**src/design/lobs_ram.sv**
```systemverilog
`timescale 1ns / 1ps

module lobs_ram #(
  parameter int WIDTH = 8,
  parameter int DEPTH = 16,
  localparam int AddrW = (DEPTH > 1) ? $clog2(DEPTH) : 1
) (
  input  logic             clk,
  input  logic             we,
  input  logic [AddrW-1:0] waddr,
  input  logic [WIDTH-1:0] wdata,
  input  logic [AddrW-1:0] raddr,
  output logic [WIDTH-1:0] rdata
);

  logic [WIDTH-1:0] mem [DEPTH];

  // One write port and one registered read port.
  always_ff @(posedge clk) begin
    if (we) begin
      mem[waddr] <= wdata;
    end
    rdata <= mem[raddr];
  end

endmodule

```
**config.mk**
```make
export PLATFORM = sky130hd
export DESIGN_NAME = lobs_ram
export DESIGN_NICKNAME = d
export VERILOG_FILES = /design/src/design/lobs_ram.sv
export SDC_FILE = /design/constraint.sdc
export NUM_CORES = 1
export LEC_CHECK = 0
export ABC_AREA = 1
export CORE_MARGIN = 2
export CORE_UTILIZATION = 63
export CTS_CLUSTER_DIAMETER = 30
export CTS_CLUSTER_SIZE = 8
export DETAILED_ROUTE_END_ITERATION = 8
export DONT_BUFFER_PORTS = 1
export PLACE_DENSITY = 0.79
export SYNTH_ARGS = -nofsm -noshare
export SYNTH_HDL_FRONTEND = slang
export SYNTH_SLANG_ARGS = --single-unit
```
**constraint.sdc**
```tcl
create_clock -name clk -period 1.9 [get_ports clk]
set_clock_uncertainty 0.2 [all_clocks]
set_input_delay 0.38 -clock clk [delete_from_list [all_inputs] [get_ports clk]]
set_output_delay 0.38 -clock clk [all_outputs]
set_load 0.01 [all_outputs]
```
# Yosys cells after proc, flatten, opt, wreduce, memory -nomap -nowiden
# Memories as Yosys holds them, arrays and structs flattened. A register that Yosys moved wholly into a read port is not among the register bits.
# Cells that the tools add are included.
# totals
register_bits,0
ram_bits,128
in_bits,18
output_inout_bits,8
elab_cells,3
mem_count,1
# classes
muxes,2
# mem_list
memory,depth,width,rd,rd_clocked_by_memory_dff,write_ports,line,source
mem,16,8,1,1,1,16,logic [WIDTH-1:0] mem [DEPTH];
# op_table
op,count
1-bit 2-to-1 mux,2

# Logic depth before layout (Yosys ltp)
# logic_depth
ltp_word,2
depth_mapped,8

# Least setup slack after synthesis
# Ideal clock, no wire load.
# synth_path
path_type,input -> register
from,input port waddr[2]
to,"memory mem[10][0], enable pin"
t_arrival_ns,0.961
required_ns,1.330
path_slack_ns,0.369
cell_stages,2
path_cell_list,nand3b_1 -> nor2_1
# synth_lines
item,line,source
"start, declared",10,"input logic [AddrW-1:0] waddr,"
"end, declared",16,
# No word-level cell before the write port.

==> run summary <==
Least-Margin Pin Slew: 0.9532 ns
Slowest stage delay, CP: 1.16 ns
Relative slew slack: 0.3624
Syn_nets: 569
PostCTS Resize Cnt: 0
I/O Pins: 26
Seq cells post-synth: 136
F_max: 560.2 MHz
Drt drc: 0
CP Capture Type: flip-flop
Vias in the first global route: 4057
Crit-path max FO: 20
Critical path class: in2reg
DR WL/cell: 19.54 um
Combinational Power Share: 0.050
Post-Synthesis Cells: 551
Critical path, cell by cell: dlygate4sd3_1, nand3_1, nand3_1, nand3_1, nand2_1
Final Wtd Congestion: 0.8759
Worst VDD drop: 771.3 uV
Die height: 99.68 um
Power per cell area: 1097 nW/um^2
Clock sinks: 136
Ant. Diodes: 0
Clock-pin slew of the registers on the worst-case setup and hold paths: 0.06 ns
Crit path buffers/inverters: 1
Final Cycle Share: 0.9395
Clk buf depth: 2
Layout cells sized above 1: 0.08799
Fin Setup TNS: 0 ns
Top-area cell type share of the netlist area: 0.6665
Hold WS: 0.02710 ns
Sw frac: 0.2036
Global route overflow: 0
RSZ-0062 raised after global routing: no
Final Hold Vio Count: 0
Initial DRC count: 435
H-tree depth: 4
IO Port Bufs: 0
Number of fill cells: 560
Largest net degree at the start of global routing: 66
Area Growth Syn to Fin: 15.88%
Final setup vio count: 0
Reg power frac: 0.463
Vias: 4000
Mapped Area: 5767 um^2
Levels on crit path: 5
Critical path data required time: 2.16 ns
Initial antenna violation count: 1
Worst skew pair latency: 0.52 ns
Core area: 8806 um^2
Total CTS buffers: 17
Die X: 99.68 um
R2R depth: 7
Internal power: 0.005841 W
Initial core utilization: 0.6549
Post-synthesis sequential area ratio: 0.6943
Post-Synthesis Mean Instance Area: 10.47 um^2
CP top delay family: buffers and inverters
Pwr Total: 0.007334 W
Sw Pwr: 0.001493 W
Most frequent CP cell: nand3_1
Pleak: 2.895 nW
Dominant cells by area after synthesis: edfxtp_1 (67%), nand2_1 (11%), nand3_1 (8.4%), inv_1 (6.5%), dfxtp_1 (2.8%)
Final wirelength: 13.66 mm
Syn. warnings: 0
Clock Tree Root: clkbuf_8
Worst hold path type: in2reg
Status: completed
Max cap viols: 0
DRT Pass-1 Iters: 5
Clock share of power: 0.487
Total die area: 9935 um^2
Post-route ant nets: 0
Area leader, netlist: edfxtp_1
Layout Utilization: 0.7589
Final slew viol count: 0
Slowest-stage cell, CP: dlygate4sd3_1
All-Layer GR Usage: 0.2966
Count of different cell masters after synthesis: 12
Crit path arrival time: 2.04 ns
First-pass GRT wire length: 21.38 mm
Fin nets: 596
Final min period: 1.785 ns
Mean number of vias per cell: 5.722
CP Launch Type: input port
CTS tree: yes
Row count: 34
Post-DP HPWL: 7.673 mm
Hold depth: 5
## state kept, by name, indices dropped and copies added, names as in the netlist
| name | flops |
|---|---|
| mem | 128 |
| rdata | 8 |
## cell usage in the layout (no fill, tap or decap)
cell type        n
clkinv_4         2
nand3_1         97
buf_4           18
nand3b_1         2
clkbuf_16       16
dlygate4sd3_1   12
clkinv_1         1
inv_2            2
nor2_1          17
clkbuf_1         1
inv_1          100
clkinv_2         1
bufinv_16        5
clkinvlp_4       1
inv_6            1
edfxtp_1       128
dfxtp_1          8
nand2_1        173
buf_12           2
clkbuf_8         4
## stage by stage
stage / area, um^2 / std cells / setup slack (ns)
after global placement: 5911 / 655 / 0.2711
after detailed placement: 5911 / 655 / 0.2374
after global routing: 6683 / 699 / 0.02293
after floorplan: 5767 / 551 / 0.3692
after CTS: 6683 / 699 / 0.1835
final: 6683 / 699 / 0.1150
## power by group through the flow
stage	Sequential, W	Clock, W	Combinational (W)
floorplan	0.00344	0	0.000237
global placement	0.00346	0	0.000257
detailed placement	0.00346	0	0.000265
CTS	0.00340	0.00358	0.000355
global route	0.00340	0.00372	0.000399
finish	0.00340	0.00357	0.000364
## cells by family after synthesis
group,Yosys count,synth area share
simple gates,289,0.2105
flops,136,0.6943
buf+inv,126,0.09525
## path summary, 6_finish.rpt
check	slack (ns)	to	from
worst max-delay path	0.11	rdata[2]	raddr[1]
worst min-delay path	0.03	rdata[3]	raddr[0]
worst max register to register	0.21	rdata[0]	mem[11][0]
worst min register to register	0.49	rdata[2]	mem[12][2]
## routing by layer
metal | global-route usage | vias to the layer above | wire length (um)
met5 | 0 | - | 0
met4 | 0.1401 | 0 | 480
met3 | 0.06535 | 55 | 1518
met2 | 0.4839 | 266 | 6654
met1 | 0.3825 | 1853 | 5004
li1 | - | 1826 | -
## worst register-to-register path, stage by stage, from the launching register on
cell           delay [ns]
edfxtp_1             0.35
nand2_1              0.08
nand2_1              0.08
nand2_1              0.07
nand3_1              0.09
nand3_1              0.10
dlygate4sd3_1        0.56
nand2_1              0.05
## Yosys cell counts
master      n
edfxtp_1  128
buf_2      13
nand3_1    97
buf_4       4
nand3b_1    2
inv_1     100
buf_6       6
nor2_1     17
buf_1       1
nand2_1   173
dfxtp_1     8
inv_2       2
## timing repair
| action | in CTS | in global routing |
|---|---|---|
| buffers inserted | 0 | 0 |
| setup endpoints to repair | 0 | 0 |
| hold buffers | 12 | 0 |
| endpoints found under the hold margin | 136 | 0 |
## area by class of cell
type,count,area (um^2),share of cell area
Multi-Input combinational cell,289,1214,0.1816
Sequential cell,136,4004,0.5991
Clock buffer,21,459.2,0.06871
Clock inverter,11,192.7,0.02883
Tap cell,108,135.1,0.02022
Inverter,102,382.9,0.05729
Timing Repair Buffer,32,295.3,0.04419
(Power assumes the default switching activity.)
